<file path="src/design/mm_pkg.sv">
// Shared types, constants and helpers for the matrix multiplier.
// No dependencies; all files but mm_ram and mm_queue use it by scoped names.
`timescale 1ns / 1ps
`default_nettype none

package mm_pkg;

  // Element format is signed Q8.8; products and sums carry 16 fraction bits.
  localparam int ELEM_W     = 16;
  localparam int VALUE_W    = 35;
  localparam int IDX_W      = 3;
  localparam int DIM_W      = 4;
  localparam int IN_DATA_W  = 16;
  localparam int OUT_DATA_W = 48;
  localparam int CFG_ADDR_W = 4;
  localparam int CFG_DATA_W = 32;
  localparam int QUEUE_DEPTH = 4;

  localparam logic [DIM_W-1:0] DIM_RESET = 4'd8;

  typedef enum logic [1:0] {
    REG_A_ROWS     = 2'd0,
    REG_INNER_SIZE = 2'd1,
    REG_B_COLS     = 2'd2
  } cfg_reg_e;

  // What the front end tells the back end about one loaded element.
  typedef enum logic [1:0] {
    CMD_A      = 2'd0,
    CMD_B      = 2'd1,
    CMD_B_LAST = 2'd2
  } cmd_kind_e;

  localparam int KIND_W = $bits(cmd_kind_e);

  typedef struct packed {
    logic [DIM_W-1:0] m;
    logic [DIM_W-1:0] n;
    logic [DIM_W-1:0] p;
  } dims_t;

  // Zero reads as one, anything above the build limit as the limit.
  function automatic logic [DIM_W-1:0] clamp_dim(logic [DIM_W-1:0] v,
                                                 logic [DIM_W-1:0] max_dim);
    logic [DIM_W-1:0] r;
    if (v == '0) begin
      r = {{(DIM_W-1){1'b0}}, 1'b1};
    end else if (v > max_dim) begin
      r = max_dim;
    end else begin
      r = v;
    end
    return r;
  endfunction

endpackage

`default_nettype wire

</file>
<file path="src/design/mm_ram.sv">
// Generic simple dual-port RAM: one write port, one read port, registered read.
// No dependencies.
`timescale 1ns / 1ps
`default_nettype none

module mm_ram #(
  parameter int WIDTH = 16,
  parameter int DEPTH = 64,
  localparam int AddrW = (DEPTH > 1) ? $clog2(DEPTH) : 1
) (
  input  wire logic             clk_i,
  input  wire logic             we_i,
  input  wire logic [AddrW-1:0] waddr_i,
  input  wire logic [WIDTH-1:0] wdata_i,
  input  wire logic             re_i,
  input  wire logic [AddrW-1:0] raddr_i,
  output logic      [WIDTH-1:0] rdata_o
);

  logic [WIDTH-1:0] mem_q [DEPTH];

  always_ff @(posedge clk_i) begin
    if (we_i) begin
      mem_q[waddr_i] <= wdata_i;
    end
    if (re_i) begin
      rdata_o <= mem_q[raddr_i];
    end
  end

endmodule

`default_nettype wire

</file>
<file path="src/design/mm_queue.sv">
// Small flip-flop FIFO between the load front end and the compute back end.
// No dependencies.
`timescale 1ns / 1ps
`default_nettype none

module mm_queue #(
  parameter int WIDTH = 24,
  parameter int DEPTH = 4,
  localparam int PtrW = (DEPTH > 1) ? $clog2(DEPTH) : 1,
  localparam int CntW = $clog2(DEPTH + 1)
) (
  input  wire logic             clk_i,
  input  wire logic             rst_ni,
  input  wire logic             push_i,
  input  wire logic [WIDTH-1:0] push_data_i,
  output logic                  full_o,
  input  wire logic             pop_i,
  output logic                  valid_o,
  output logic      [WIDTH-1:0] pop_data_o
);

  logic [WIDTH-1:0] entry_q [DEPTH];
  logic [PtrW-1:0]  wptr_q, wptr_d, rptr_q, rptr_d;
  logic [CntW-1:0]  count_q, count_d;
  logic             do_push, do_pop;

  assign full_o     = (count_q == CntW'(DEPTH));
  assign valid_o    = (count_q != '0);
  assign pop_data_o = entry_q[rptr_q];
  assign do_push    = push_i && !full_o;
  assign do_pop     = pop_i && valid_o;

  always_comb begin
    wptr_d  = wptr_q;
    rptr_d  = rptr_q;
    count_d = count_q;
    if (do_push) begin
      wptr_d = (wptr_q == PtrW'(DEPTH - 1)) ? '0 : PtrW'(wptr_q + 1'b1);
    end
    if (do_pop) begin
      rptr_d = (rptr_q == PtrW'(DEPTH - 1)) ? '0 : PtrW'(rptr_q + 1'b1);
    end
    if (do_push && !do_pop) begin
      count_d = CntW'(count_q + 1'b1);
    end else if (do_pop && !do_push) begin
      count_d = CntW'(count_q - 1'b1);
    end
  end

  always_ff @(posedge clk_i or negedge rst_ni) begin
    if (!rst_ni) begin
      wptr_q  <= '0;
      rptr_q  <= '0;
      count_q <= '0;
    end else begin
      wptr_q  <= wptr_d;
      rptr_q  <= rptr_d;
      count_q <= count_d;
    end
  end

  always_ff @(posedge clk_i) begin
    if (do_push) begin
      entry_q[wptr_q] <= push_data_i;
    end
  end

endmodule

`default_nettype wire

</file>
<file path="src/design/mm_front.sv">
// Load front end: counts incoming elements, sorts them into A or B with a store
// address and flags the final one. Depends on mm_pkg.
`timescale 1ns / 1ps
`default_nettype none

module mm_front #(
  parameter int MAX_DIM = 8,
  localparam int Depth = MAX_DIM * MAX_DIM,
  localparam int AddrW = (Depth > 1) ? $clog2(Depth) : 1,
  localparam int CmdW  = mm_pkg::KIND_W + AddrW + mm_pkg::ELEM_W
) (
  input  wire logic                      clk_i,
  input  wire logic                      rst_ni,
  input  wire mm_pkg::dims_t             dims_i,
  input  wire logic                      cfg_clear_i,
  input  wire logic                      in_valid_i,
  input  wire logic [mm_pkg::ELEM_W-1:0] in_data_i,
  output logic                           in_ready_o,
  input  wire logic                      q_full_i,
  output logic                           q_push_o,
  output logic      [CmdW-1:0]           q_data_o
);

  localparam int CntW  = (2 * Depth > 1) ? $clog2(2 * Depth) : 1;
  localparam int SizeW = CntW + 1;

  logic [CntW-1:0]   cnt_q, cnt_d;
  logic [SizeW-1:0]  size_a, total, cnt_ext, cnt_inc;
  logic              in_b, is_final, accept;
  logic [AddrW-1:0]  addr;
  mm_pkg::cmd_kind_e kind;

  assign in_ready_o = !q_full_i;
  assign accept     = in_valid_i && !q_full_i;
  assign q_push_o   = accept;

  always_comb begin
    size_a   = SizeW'(dims_i.m) * SizeW'(dims_i.n);
    total    = size_a + SizeW'(dims_i.n) * SizeW'(dims_i.p);
    cnt_ext  = SizeW'(cnt_q);
    cnt_inc  = cnt_ext + 1'b1;
    in_b     = (cnt_ext >= size_a);
    is_final = (cnt_inc == total);
    addr     = in_b ? AddrW'(cnt_ext - size_a) : AddrW'(cnt_ext);
    priority if (!in_b) begin
      kind = mm_pkg::CMD_A;
    end else if (is_final) begin
      kind = mm_pkg::CMD_B_LAST;
    end else begin
      kind = mm_pkg::CMD_B;
    end
    q_data_o = {kind, addr, in_data_i};

    cnt_d = cnt_q;
    if (cfg_clear_i) begin
      cnt_d = '0;
    end else if (accept) begin
      cnt_d = is_final ? '0 : CntW'(cnt_inc);
    end
  end

  always_ff @(posedge clk_i or negedge rst_ni) begin
    if (!rst_ni) begin
      cnt_q <= '0;
    end else begin
      cnt_q <= cnt_d;
    end
  end

endmodule

`default_nettype wire

</file>
<file path="src/design/mm_back.sv">
// Compute back end: drains the element queue into the A and B stores, then walks
// C row-major through one multiply-accumulate pipeline. Depends on mm_pkg, mm_ram.
`timescale 1ns / 1ps
`default_nettype none

module mm_back #(
  parameter int MAX_DIM = 8,
  localparam int Depth = MAX_DIM * MAX_DIM,
  localparam int AddrW = (Depth > 1) ? $clog2(Depth) : 1,
  localparam int IdxW  = (MAX_DIM > 1) ? $clog2(MAX_DIM) : 1,
  localparam int CmdW  = mm_pkg::KIND_W + AddrW + mm_pkg::ELEM_W
) (
  input  wire logic                       clk_i,
  input  wire logic                       rst_ni,
  input  wire mm_pkg::dims_t              dims_i,
  input  wire logic                       q_valid_i,
  input  wire logic [CmdW-1:0]            q_data_i,
  output logic                            q_pop_o,
  input  wire logic                       res_ready_i,
  output logic                            res_valid_o,
  output logic      [mm_pkg::VALUE_W-1:0] res_value_o,
  output logic      [IdxW-1:0]            res_row_o,
  output logic      [IdxW-1:0]            res_col_o,
  output logic                            res_last_o
);

  localparam int ProdW = 2 * mm_pkg::ELEM_W;

  typedef enum logic {
    ST_LOAD,
    ST_CALC
  } state_e;

  typedef struct packed {
    logic            vld;
    logic            first;
    logic            lastk;
    logic            fin;
    logic [IdxW-1:0] row;
    logic [IdxW-1:0] col;
  } tag_t;

  state_e                       state_q;
  logic [IdxW-1:0]              i_q, j_q, k_q;
  tag_t                         tag0, t1_q, t2_q;
  logic signed [ProdW-1:0]      prod_q;
  logic signed [mm_pkg::VALUE_W-1:0] acc_q, acc_d;
  logic                         adv, issue, k_end, j_end, i_end;

  mm_pkg::cmd_kind_e            q_kind;
  logic [AddrW-1:0]             q_addr;
  logic [mm_pkg::ELEM_W-1:0]    q_elem;
  logic                         we_a, we_b;
  logic [AddrW-1:0]             raddr_a, raddr_b;
  logic [mm_pkg::ELEM_W-1:0]    rd_a, rd_b;

  assign {q_kind, q_addr, q_elem} = q_data_i;
  assign q_pop_o = q_valid_i && (state_q == ST_LOAD);

  always_comb begin
    we_a = 1'b0;
    we_b = 1'b0;
    if (q_pop_o) begin
      unique case (q_kind)
        mm_pkg::CMD_A:      we_a = 1'b1;
        mm_pkg::CMD_B,
        mm_pkg::CMD_B_LAST: we_b = 1'b1;
        default:            ;
      endcase
    end
  end

  // The whole MAC pipeline freezes while a finished result waits downstream.
  assign adv   = !res_valid_o || res_ready_i;
  assign issue = (state_q == ST_CALC) && adv;

  always_comb begin
    k_end   = (mm_pkg::DIM_W'(k_q) == dims_i.n - 1'b1);
    j_end   = (mm_pkg::DIM_W'(j_q) == dims_i.p - 1'b1);
    i_end   = (mm_pkg::DIM_W'(i_q) == dims_i.m - 1'b1);
    raddr_a = AddrW'(AddrW'(i_q) * AddrW'(dims_i.n) + AddrW'(k_q));
    raddr_b = AddrW'(AddrW'(k_q) * AddrW'(dims_i.p) + AddrW'(j_q));
    tag0.vld   = issue;
    tag0.first = (k_q == '0);
    tag0.lastk = k_end;
    tag0.fin   = i_end && j_end;
    tag0.row   = i_q;
    tag0.col   = j_q;
    acc_d = (t2_q.first ? '0 : acc_q) + mm_pkg::VALUE_W'(prod_q);
  end

  mm_ram #(.WIDTH(mm_pkg::ELEM_W), .DEPTH(Depth)) u_ram_a (
    .clk_i   (clk_i),
    .we_i    (we_a),
    .waddr_i (q_addr),
    .wdata_i (q_elem),
    .re_i    (issue),
    .raddr_i (raddr_a),
    .rdata_o (rd_a)
  );

  mm_ram #(.WIDTH(mm_pkg::ELEM_W), .DEPTH(Depth)) u_ram_b (
    .clk_i   (clk_i),
    .we_i    (we_b),
    .waddr_i (q_addr),
    .wdata_i (q_elem),
    .re_i    (issue),
    .raddr_i (raddr_b),
    .rdata_o (rd_b)
  );

  always_ff @(posedge clk_i or negedge rst_ni) begin
    if (!rst_ni) begin
      state_q     <= ST_LOAD;
      i_q         <= '0;
      j_q         <= '0;
      k_q         <= '0;
      t1_q        <= '0;
      t2_q        <= '0;
      res_valid_o <= 1'b0;
    end else begin
      unique case (state_q)
        ST_LOAD: begin
          if (q_pop_o && (q_kind == mm_pkg::CMD_B_LAST)) begin
            state_q <= ST_CALC;
            i_q     <= '0;
            j_q     <= '0;
            k_q     <= '0;
          end
        end
        ST_CALC: begin
          if (issue) begin
            if (!k_end) begin
              k_q <= IdxW'(k_q + 1'b1);
            end else begin
              k_q <= '0;
              if (!j_end) begin
                j_q <= IdxW'(j_q + 1'b1);
              end else begin
                j_q <= '0;
                i_q <= IdxW'(i_q + 1'b1);
                if (i_end) begin
                  state_q <= ST_LOAD;
                end
              end
            end
          end
        end
        default: state_q <= ST_LOAD;
      endcase

      if (adv) begin
        t1_q <= tag0;
        t2_q <= t1_q;
        if (t2_q.vld && t2_q.lastk) begin
          res_valid_o <= 1'b1;
        end else if (res_ready_i) begin
          res_valid_o <= 1'b0;
        end
      end
    end
  end

  // Datapath registers, no reset needed.
  always_ff @(posedge clk_i) begin
    if (adv) begin
      prod_q <= $signed(rd_a) * $signed(rd_b);
      if (t2_q.vld) begin
        acc_q <= acc_d;
      end
      if (t2_q.vld && t2_q.lastk) begin
        res_value_o <= acc_d;
        res_row_o   <= t2_q.row;
        res_col_o   <= t2_q.col;
        res_last_o  <= t2_q.fin;
      end
    end
  end

endmodule

`default_nettype wire

</file>
<file path="src/design/matrix_multiply.sv">
// Top level of the dense matrix multiplier: configuration registers, load front
// end, element queue and compute back end. Depends on mm_pkg, mm_front, mm_queue, mm_back.
//
//  Channel   Dir  Handshake                 Carries
//  s_axis    in   tvalid/tready             tdata[15:0] element (signed Q8.8)
//  m_axis    out  tvalid/tready             tdata product_value, out_row, out_col; tlast
//  apb       in   psel/penable/pwrite       a_rows @0x0, inner_size @0x4, b_cols @0x8
//
// Elements load at one per cycle until the queue fills. After the final B element
// reaches the back end, C is computed in row-major order through the single
// multiply-accumulate unit, which reads each store through its one read port.
// Reset clears the load count and control; the A and B stores are not cleared.
// A stalled m_axis freezes the MAC pipeline; the queue then fills and s_axis stalls.
`timescale 1ns / 1ps
`default_nettype none

module matrix_multiply #(
  parameter int MAX_DIM = 8
) (
  input  wire logic                          clk_i,
  input  wire logic                          rst_ni,
  // tdata: element[15:0]
  input  wire logic                          s_axis_tvalid_i,
  output logic                               s_axis_tready_o,
  input  wire logic [mm_pkg::IN_DATA_W-1:0]  s_axis_tdata_i,
  // tdata: product_value[34:0], out_row[37:35], out_col[40:38], zero pad[47:41]
  output logic                               m_axis_tvalid_o,
  input  wire logic                          m_axis_tready_i,
  output logic      [mm_pkg::OUT_DATA_W-1:0] m_axis_tdata_o,
  output logic                               m_axis_tlast_o,
  input  wire logic                          psel,
  input  wire logic                          penable,
  input  wire logic                          pwrite,
  input  wire logic [mm_pkg::CFG_ADDR_W-1:0] paddr,
  input  wire logic [mm_pkg::CFG_DATA_W-1:0] pwdata,
  output logic      [mm_pkg::CFG_DATA_W-1:0] prdata,
  output logic                               pready
);

  localparam int Depth = MAX_DIM * MAX_DIM;
  localparam int AddrW = (Depth > 1) ? $clog2(Depth) : 1;
  localparam int IdxW  = (MAX_DIM > 1) ? $clog2(MAX_DIM) : 1;
  localparam int CmdW  = mm_pkg::KIND_W + AddrW + mm_pkg::ELEM_W;
  localparam int PadW  = mm_pkg::OUT_DATA_W - mm_pkg::VALUE_W - 2 * mm_pkg::IDX_W;

  logic [mm_pkg::DIM_W-1:0] a_rows_q, inner_size_q, b_cols_q;
  logic                     cfg_wr, cfg_clear;
  mm_pkg::cfg_reg_e         cfg_sel;
  mm_pkg::dims_t            dims;

  logic                     q_push, q_full, q_pop, q_valid;
  logic [CmdW-1:0]          q_wdata, q_rdata;

  logic [mm_pkg::VALUE_W-1:0] res_value;
  logic [IdxW-1:0]            res_row, res_col;

  assign pready  = 1'b1;
  assign cfg_wr  = psel && penable && pwrite && pready;
  assign cfg_sel = mm_pkg::cfg_reg_e'(paddr[3:2]);

  always_comb begin
    cfg_clear = 1'b0;
    prdata    = '0;
    unique case (cfg_sel)
      mm_pkg::REG_A_ROWS: begin
        cfg_clear = cfg_wr;
        prdata    = mm_pkg::CFG_DATA_W'(a_rows_q);
      end
      mm_pkg::REG_INNER_SIZE: begin
        cfg_clear = cfg_wr;
        prdata    = mm_pkg::CFG_DATA_W'(inner_size_q);
      end
      mm_pkg::REG_B_COLS: begin
        cfg_clear = cfg_wr;
        prdata    = mm_pkg::CFG_DATA_W'(b_cols_q);
      end
      default: ;
    endcase
  end

  always_ff @(posedge clk_i or negedge rst_ni) begin
    if (!rst_ni) begin
      a_rows_q     <= mm_pkg::DIM_RESET;
      inner_size_q <= mm_pkg::DIM_RESET;
      b_cols_q     <= mm_pkg::DIM_RESET;
    end else if (cfg_wr) begin
      unique case (cfg_sel)
        mm_pkg::REG_A_ROWS:     a_rows_q     <= pwdata[mm_pkg::DIM_W-1:0];
        mm_pkg::REG_INNER_SIZE: inner_size_q <= pwdata[mm_pkg::DIM_W-1:0];
        mm_pkg::REG_B_COLS:     b_cols_q     <= pwdata[mm_pkg::DIM_W-1:0];
        default: ;
      endcase
    end
  end

  always_comb begin
    dims.m = mm_pkg::clamp_dim(a_rows_q, mm_pkg::DIM_W'(MAX_DIM));
    dims.n = mm_pkg::clamp_dim(inner_size_q, mm_pkg::DIM_W'(MAX_DIM));
    dims.p = mm_pkg::clamp_dim(b_cols_q, mm_pkg::DIM_W'(MAX_DIM));
  end

  mm_front #(.MAX_DIM(MAX_DIM)) u_front (
    .clk_i       (clk_i),
    .rst_ni      (rst_ni),
    .dims_i      (dims),
    .cfg_clear_i (cfg_clear),
    .in_valid_i  (s_axis_tvalid_i),
    .in_data_i   (s_axis_tdata_i[mm_pkg::ELEM_W-1:0]),
    .in_ready_o  (s_axis_tready_o),
    .q_full_i    (q_full),
    .q_push_o    (q_push),
    .q_data_o    (q_wdata)
  );

  mm_queue #(.WIDTH(CmdW), .DEPTH(mm_pkg::QUEUE_DEPTH)) u_queue (
    .clk_i       (clk_i),
    .rst_ni      (rst_ni),
    .push_i      (q_push),
    .push_data_i (q_wdata),
    .full_o      (q_full),
    .pop_i       (q_pop),
    .valid_o     (q_valid),
    .pop_data_o  (q_rdata)
  );

  mm_back #(.MAX_DIM(MAX_DIM)) u_back (
    .clk_i       (clk_i),
    .rst_ni      (rst_ni),
    .dims_i      (dims),
    .q_valid_i   (q_valid),
    .q_data_i    (q_rdata),
    .q_pop_o     (q_pop),
    .res_ready_i (m_axis_tready_i),
    .res_valid_o (m_axis_tvalid_o),
    .res_value_o (res_value),
    .res_row_o   (res_row),
    .res_col_o   (res_col),
    .res_last_o  (m_axis_tlast_o)
  );

  assign m_axis_tdata_o = {{PadW{1'b0}},
                           mm_pkg::IDX_W'(res_col),
                           mm_pkg::IDX_W'(res_row),
                           res_value};

endmodule

`default_nettype wire

</file>
<file path="config.mk">
export PLATFORM = sky130hd
export DESIGN_NAME = matrix_multiply
export DESIGN_NICKNAME = d
export VERILOG_FILES = /design/src/design/mm_pkg.sv /design/src/design/mm_ram.sv /design/src/design/mm_queue.sv /design/src/design/mm_front.sv /design/src/design/mm_back.sv /design/src/design/matrix_multiply.sv
export SDC_FILE = /design/constraint.sdc
export NUM_CORES = 2
export LEC_CHECK = 0
export BUFFER_PORTS_ARGS = -buffer_cell sky130_fd_sc_hd__buf_2
export CAP_MARGIN = 30
export CELL_PAD_IN_SITES_DETAIL_PLACEMENT = 0
export CELL_PAD_IN_SITES_GLOBAL_PLACEMENT = 2
export CORE_ASPECT_RATIO = 0.8
export CORE_MARGIN = 5
export CORE_UTILIZATION = 35
export DETAILED_ROUTE_END_ITERATION = 8
export PLACE_DENSITY_LB_ADDON = 0.1
export SLEW_MARGIN = 20
export SYNTH_ARGS = -nofsm -noshare
export SYNTH_HDL_FRONTEND = slang
export SYNTH_SLANG_ARGS = --single-unit
</file>
<file path="constraint.sdc">
create_clock -name clk_i -period 6.31 [get_ports clk_i]
set_input_delay 0.3155 -clock clk_i [delete_from_list [all_inputs] [get_ports clk_i]]
set_output_delay 0.3155 -clock clk_i [all_outputs]
set_load 0.01 [all_outputs]
</file>
[After elaboration in Yosys (flattened, before gate mapping)]
Memory sizes are Yosys's and may differ from the RTL's. A register that Yosys moved wholly into a read port is not among the register bits.
Index checks and enable logic that the tools add are counted.
Operators by class
  $add $sub $neg: 16
  $mul: 5
  divide/modulo/power cells: 0
  order comparisons: 4
  equal/unequal tests: 15
  shift operators: 0
  muxes and demuxes: 49
  bitwise logic cells: 1
  reduce and logical (&&, ||, !) cells: 38
Operators by type and width (count)
  $add A35 B35 Y35: 1
  $mux W35: 1
  $mux W3: 11
  $mul A16 B16 Y32: 1
  $mux W4: 6
  $mux W7: 3
  $mux W1: 18
  $pmux W3 S2: 3
  $mul A4 B4 Y8: 2
  $reduce_and A2 Y1: 7
  $add A3 B1 Y3 const B: 4
  $add A6 B3 Y6: 2
  $eq A3 B4 Y1: 3
  $gt A4 B4 Y1 const B: 3
  $logic_and A1 B1 Y1: 12
  $logic_not A4 Y1: 3
  $mul A3 B4 Y6: 2
  $pmux W4 S3: 1
  $sub A4 B1 Y4 const B: 3
  $add A7 B1 Y8 const B: 1
  $add A8 B8 Y8: 1
  $eq A2 B2 Y1 const B: 4
  $eq A8 B8 Y1: 1
  $ge A7 B8 Y1: 1
  20 further kinds: 34
Storage, ports and cells
  flip-flop bits (word level): 166
  latch bits: 0
  RAM bits: 2144
  bits in read-only memories: 0
  input port bits: 59
  output and inout bits: 84
  logic and storage cells: 161
  memories: 3
Memory list
  u_back.u_ram_a.mem_q: words 64, bits a word 16, read ports 1, clocked after Yosys merged registers in 1, write ports 1, RTL line mm_ram.sv:20  | logic [WIDTH-1:0] mem_q [DEPTH];
  u_back.u_ram_b.mem_q: words 64, bits a word 16, read ports 1, clocked after Yosys merged registers in 1, write ports 1, RTL line mm_ram.sv:20
  u_queue.entry_q: words 4, bits a word 24, read ports 1, clocked after Yosys merged registers in 0, write ports 1, RTL line mm_queue.sv:22  | logic [WIDTH-1:0] entry_q [DEPTH];

[Logic depth before layout (Yosys ltp)]
  depth in word-level cells: 10
  gate-level depth with buffers: 24

[Hierarchy]
From an unflattened synthesis, not the netlist that was laid out.
Unflattened totals
  cell total of the unflattened synthesis: 5898
  area total of the unflattened synthesis: 104774.2 µm²
Modules (own cells, without submodules)
  mm_ram: times used 2, cells each 1829, area an instance 40202.3 µm², sequential area each 31230.0 µm²
  mm_back: times used 1, cells each 1722, area an instance 17321.6 µm², sequential area each 4048.9 µm²
  mm_queue: times used 1, cells each 163, area an instance 3986.3 µm², sequential area each 3057.9 µm²
  mm_front: times used 1, cells each 256, area an instance 2125.8 µm², sequential area each 175.2 µm²
  matrix_multiply: times used 1, cells each 99, area an instance 935.9 µm², sequential area each 304.0 µm²

[Worst setup path before layout]
Ideal clock, no wire load.
  path type: flip-flop to flip-flop
  start: reg u_back.u_ram_a.rdata_o[15], read port of u_back.u_ram_a.mem_q
  end: reg u_back.prod_q[31], data pin
  arrival: 5.840 ns
  path slack: 0.204 ns
  stages on the path, launching flop included: 23
  path buffers: 1
  clock period less this slack: 6.106 ns
  path through: edfxtp_1 -> clkbuf_1 -> nand2_1 -> inv_1 -> fa_1 -> inv_1 -> fa_1 -> inv_1 -> fa_1 -> fa_1 -> fa_1 -> inv_1 -> fa_1 -> inv_1 -> ha_1 -> a21o_1 -> a21oi_1 -> o21bai_1 -> or3_1 -> o21ai_1 -> a21oi_1 -> a221oi_1 -> xnor2_1
On the way
  word-level cells in the longest chain between the ends: 1
Ends and longest elaborated chain
  start, declared: RTL line mm_ram.sv:17  | output logic [WIDTH-1:0] rdata_o
  $mul A16 B16 Y32: RTL line mm_back.sv:167  | prod_q <= $signed(rd_a) * $signed(rd_b);
  end signal, assigned: RTL line mm_back.sv:167
  end, declared: RTL line mm_back.sv:46  | logic signed [ProdW-1:0] prod_q;
No other way between the ends.
A chain may end at the register's enable or synchronous reset.

[Final worst setup path]
  start: reg u_back.u_ram_b.rdata_o[4], read port of u_back.u_ram_b.mem_q
  end: reg u_back.prod_q[30], data pin
On the way
  word-level cells in the longest chain between the ends: 1
Ends and longest elaborated chain (RTL line)
  start, declared: mm_ram.sv:17
  $mul A16 B16 Y32: mm_back.sv:167
No other way between the ends.

==> results.yml <==
global_route:
  grt_start_max_net_pins: 88
  grt_pass1_wl_mm: 393.6
  antenna_found_initial: 15
  grt.total_usage_pct: 17.73
  overflow: 0
  grt_pass1_vias: 52610
drt:
  antenna_left: 0
  wl_mm: 273.5
  drt_iter0_markers: 4114
  num_vias: 50690
  drt_pass1_iterations: 5
  vias_per_cell: 5.067
  avgRoutedWirePerCell_um: 27.34
  drc: 0
synth:
  synth_top_family_by_area: "multiplexers"
  postSynthCellCount: 5413
  async_flop_share_pct: 2.434
  synthFlopType: "edfxtp_1"
  synth_area_um2: 103200
  synth_common_cells: "edfxtp_1 (2285), mux4_2 (664), inv_1 (390)"
  synth-xor-area-share_pct: 0.9783
  synth.most_common_cell: "edfxtp_1"
  syn_area_per_cell_um2: 19.07
  ys_types: 78
  yosysTopAreaCellShare_pct: 66.48
  synth-compound-area-share_pct: 1.868
  ys_warn_count: 0
  synth-simple-area-share_pct: 3.779
  synth_seq_area_share_pct: 67.87
  muxShareOfSynthArea_pct: 15.08
  ys_ff_latch: 2342
  synth_enable_flop_cells: 2285
  synthTopCellsByArea: "edfxtp_1 (66%), mux4_2 (14%), fa_1 (5.5%), ha_1 (2.3%), inv_1 (1.4%)"
  synth_top_area_cell: "edfxtp_1"
  synthAdderAreaFrac_pct: 7.802
worst_setup_path:
  endpoint: "u_back.prod_q[30]$_DFFE_PP_"
  endpoint_kind: "flop"
  rr_startpoint: "u_back.u_ram_b.rdata_o[4]$_DFFE_PP_"
  cp_max_fo: 6
  critical_path_class: "reg2reg"
  r2r_cells: 20
  timing.rr.end: "u_back.prod_q[30]$_DFFE_PP_"
  crit_path_start_kind: "flop"
  critical_path_arrival_ns: 6.67
  worstPathRequired_ns: 6.89
  rrSetupSlack_ns: 0.22
  cp-startpoint: "u_back.u_ram_b.rdata_o[4]$_DFFE_PP_"
timing:
  worst_pin_slew_ns: 0.9852
  setup_violations: 0
  timing.final.crit_share_pct: 96.51
  finalWorstSetupSlack_ns: 0.2204
  drv_slew: 0
  timing.fmax_mhz: 164.2
  max_slew_margin_pct: 34.32
  finalHoldViolCount: 0
  clock-skew-final_ns: 0.1099
  finalCriticalPeriod_ns: 6.090
final_layout:
  fin_nets: 6459
  stdcell_count: 10010
  syn_to_final_growth_pct: 15.54
  fin_area_um2: 119200
  drive_above_1_share_pct: 25.38
hold_path:
  hold_path_class: "in2async"
die:
  die_h_um: 495.7
  dieArea_um2: 305900
  rows: 178
  core_area_um2: 293800
  die_w_um: 617.1
  ios: 143
  start_util_pct: 35.13
outcome:
  status: "finished, final reports clean"
clocking:
  path_clk_slew_ns: 0.06
  cts_tree: "built"
  cts_buffer_depth: 4
  htreeDepth: 4
  numCtsBuffers: 246
  root_buffer: "clkbuf_16"
  insertion_delay_ns: 0.92
  cts_sinks: 2342
placed_design:
  numPortBuffers: 76
  dpl-instance-area_um2: 110600
  dp_hpwl_mm: 175.0
  gp_congestion: 0.7574
  placedCellCount: 9490
  pre_cts_slack_ns: -0.05533
job:
  cap_violations: 0
## critical path: stages (launching register included)
cell       delay [ns]
edfxtp_1         0.38
buf_4            0.17
and2_1           0.17
fa_1             0.53
inv_1            0.05
fa_1             0.56
fa_1             0.49
fa_1             0.56
inv_1            0.05
fa_1             0.50
fa_1             0.43
ha_2             0.19
a211o_1          0.28
a2111o_1         0.39
o211a_4          0.18
o2111ai_2        0.20
buf_4            0.14
nand3_1          0.10
a31o_2           0.26
a21oi_2          0.14
xnor2_1          0.07
## layer usage
metal	global-route usage (%)	share of wire (%)
met5	0	0.0059
met4	3.685	2.0
met3	3.342	5.7
met2	26.09	44
met1	27.47	48
## worst min-delay path by stage
stage / cells past startpoint / endpoint / start / slack (ns)
global placement: 0 / u_back.res_col_o[1]$_DFFE_PP_ / u_back.t2_q[1]$_DFFE_PN0P_ / 0.43
detailed placement: 0 / u_back.res_last_o$_DFFE_PP_ / u_back.t2_q[6]$_DFFE_PN0P_ / 0.44
floorplan: 0 / a_rows_q[0]$_DFFE_PN0P_ / rst_ni / 0.02
CTS: 3 / a_rows_q[2]$_DFFE_PN0P_ / paddr[3] / 0.02
finish: 3 / u_queue.wptr_q[0]$_DFFE_PN0P_ / rst_ni / 0.09
global route: 3 / a_rows_q[2]$_DFFE_PN0P_ / paddr[3] / 0.09
## area by class of cell
type / count / area [um^2]
clock inverter: 150 / 1325
tap: 3870 / 4842
clock buffer: 298 / 6457
multi-input combinational: 2457 / 30860
sequential: 2342 / 70050
antenna: 7 / 17.52
timing repair buffer: 491 / 4229
fill: 26350 / 174500
inverter: 390 / 1464
## sequential cells by signal, summed over array words and instances (netlist names), 7 cells and up
name and count:
u_back.prod_q 32, u_back.u_ram_b.mem_q 1024, u_back.u_ram_b.rdata_o 16, u_back.u_ram_a.rdata_o 16
u_back.u_ram_a.mem_q 1024, u_back.acc_q 35, u_back.res_value_o 35, u_front.cnt_q 7
u_back.t2_q 10, u_back.t1_q 10, u_queue.entry_q 96
## cells by family after synthesis
family                     after synthesis
AOI/OAI and AO/OA                      295
xor gates and xnor gates               111
adders and majority gates              472
buffers and inverters                  648
DFF                                   2342
muxes                                  722
other                                    2
and+or+nand+nor                        821
## what timing repair did
| action | 4_1_cts | 5_1_grt |
|---|---|---|
| hold buffers | 28 | 0 |
| resized for setup | 1 | 25 |
| endpoints found under the setup margin | 2 | 7 |
| endpoints found under the hold margin | 154 | 0 |
| buffers inserted | 4 | 17 |
| pin swaps | 0 | 6 |
| gates cloned | 0 | 0 |
## metrics by stage
stage	util (%)	TNS [ns]	hold slack (ns)
2_1_floorplan	-	0	0.01991
3_3_place_gp	37.60	-0.07088	0.4337
3_5_place_dp	37.66	-0.06290	0.4362
4_1_cts	40.42	0	0.02476
5_1_grt	40.59	-0.06548	0.08742
6_report	40.59	0	0.08640
## cells in the final DEF (no fill, tap or decap), drive strengths merged, types with 52 or more instances in the layout
cell type,netlist,layout
dfrtp,54,54
buf,116,463
mux4,664,664
clkinv,0,114
nor2b,80,80
edfxtp,2285,2285
xnor2,83,83
nor2,231,231
fa,286,286
and2,138,138
inv,390,396
ha,186,186
o21ai,52,52
a21oi,96,96
clkbuf,142,298
nand2,262,262
Power is left out: the tool's default activity adds up to more than one toggle a clock period on the data nets, which glitch-free logic cannot reach.
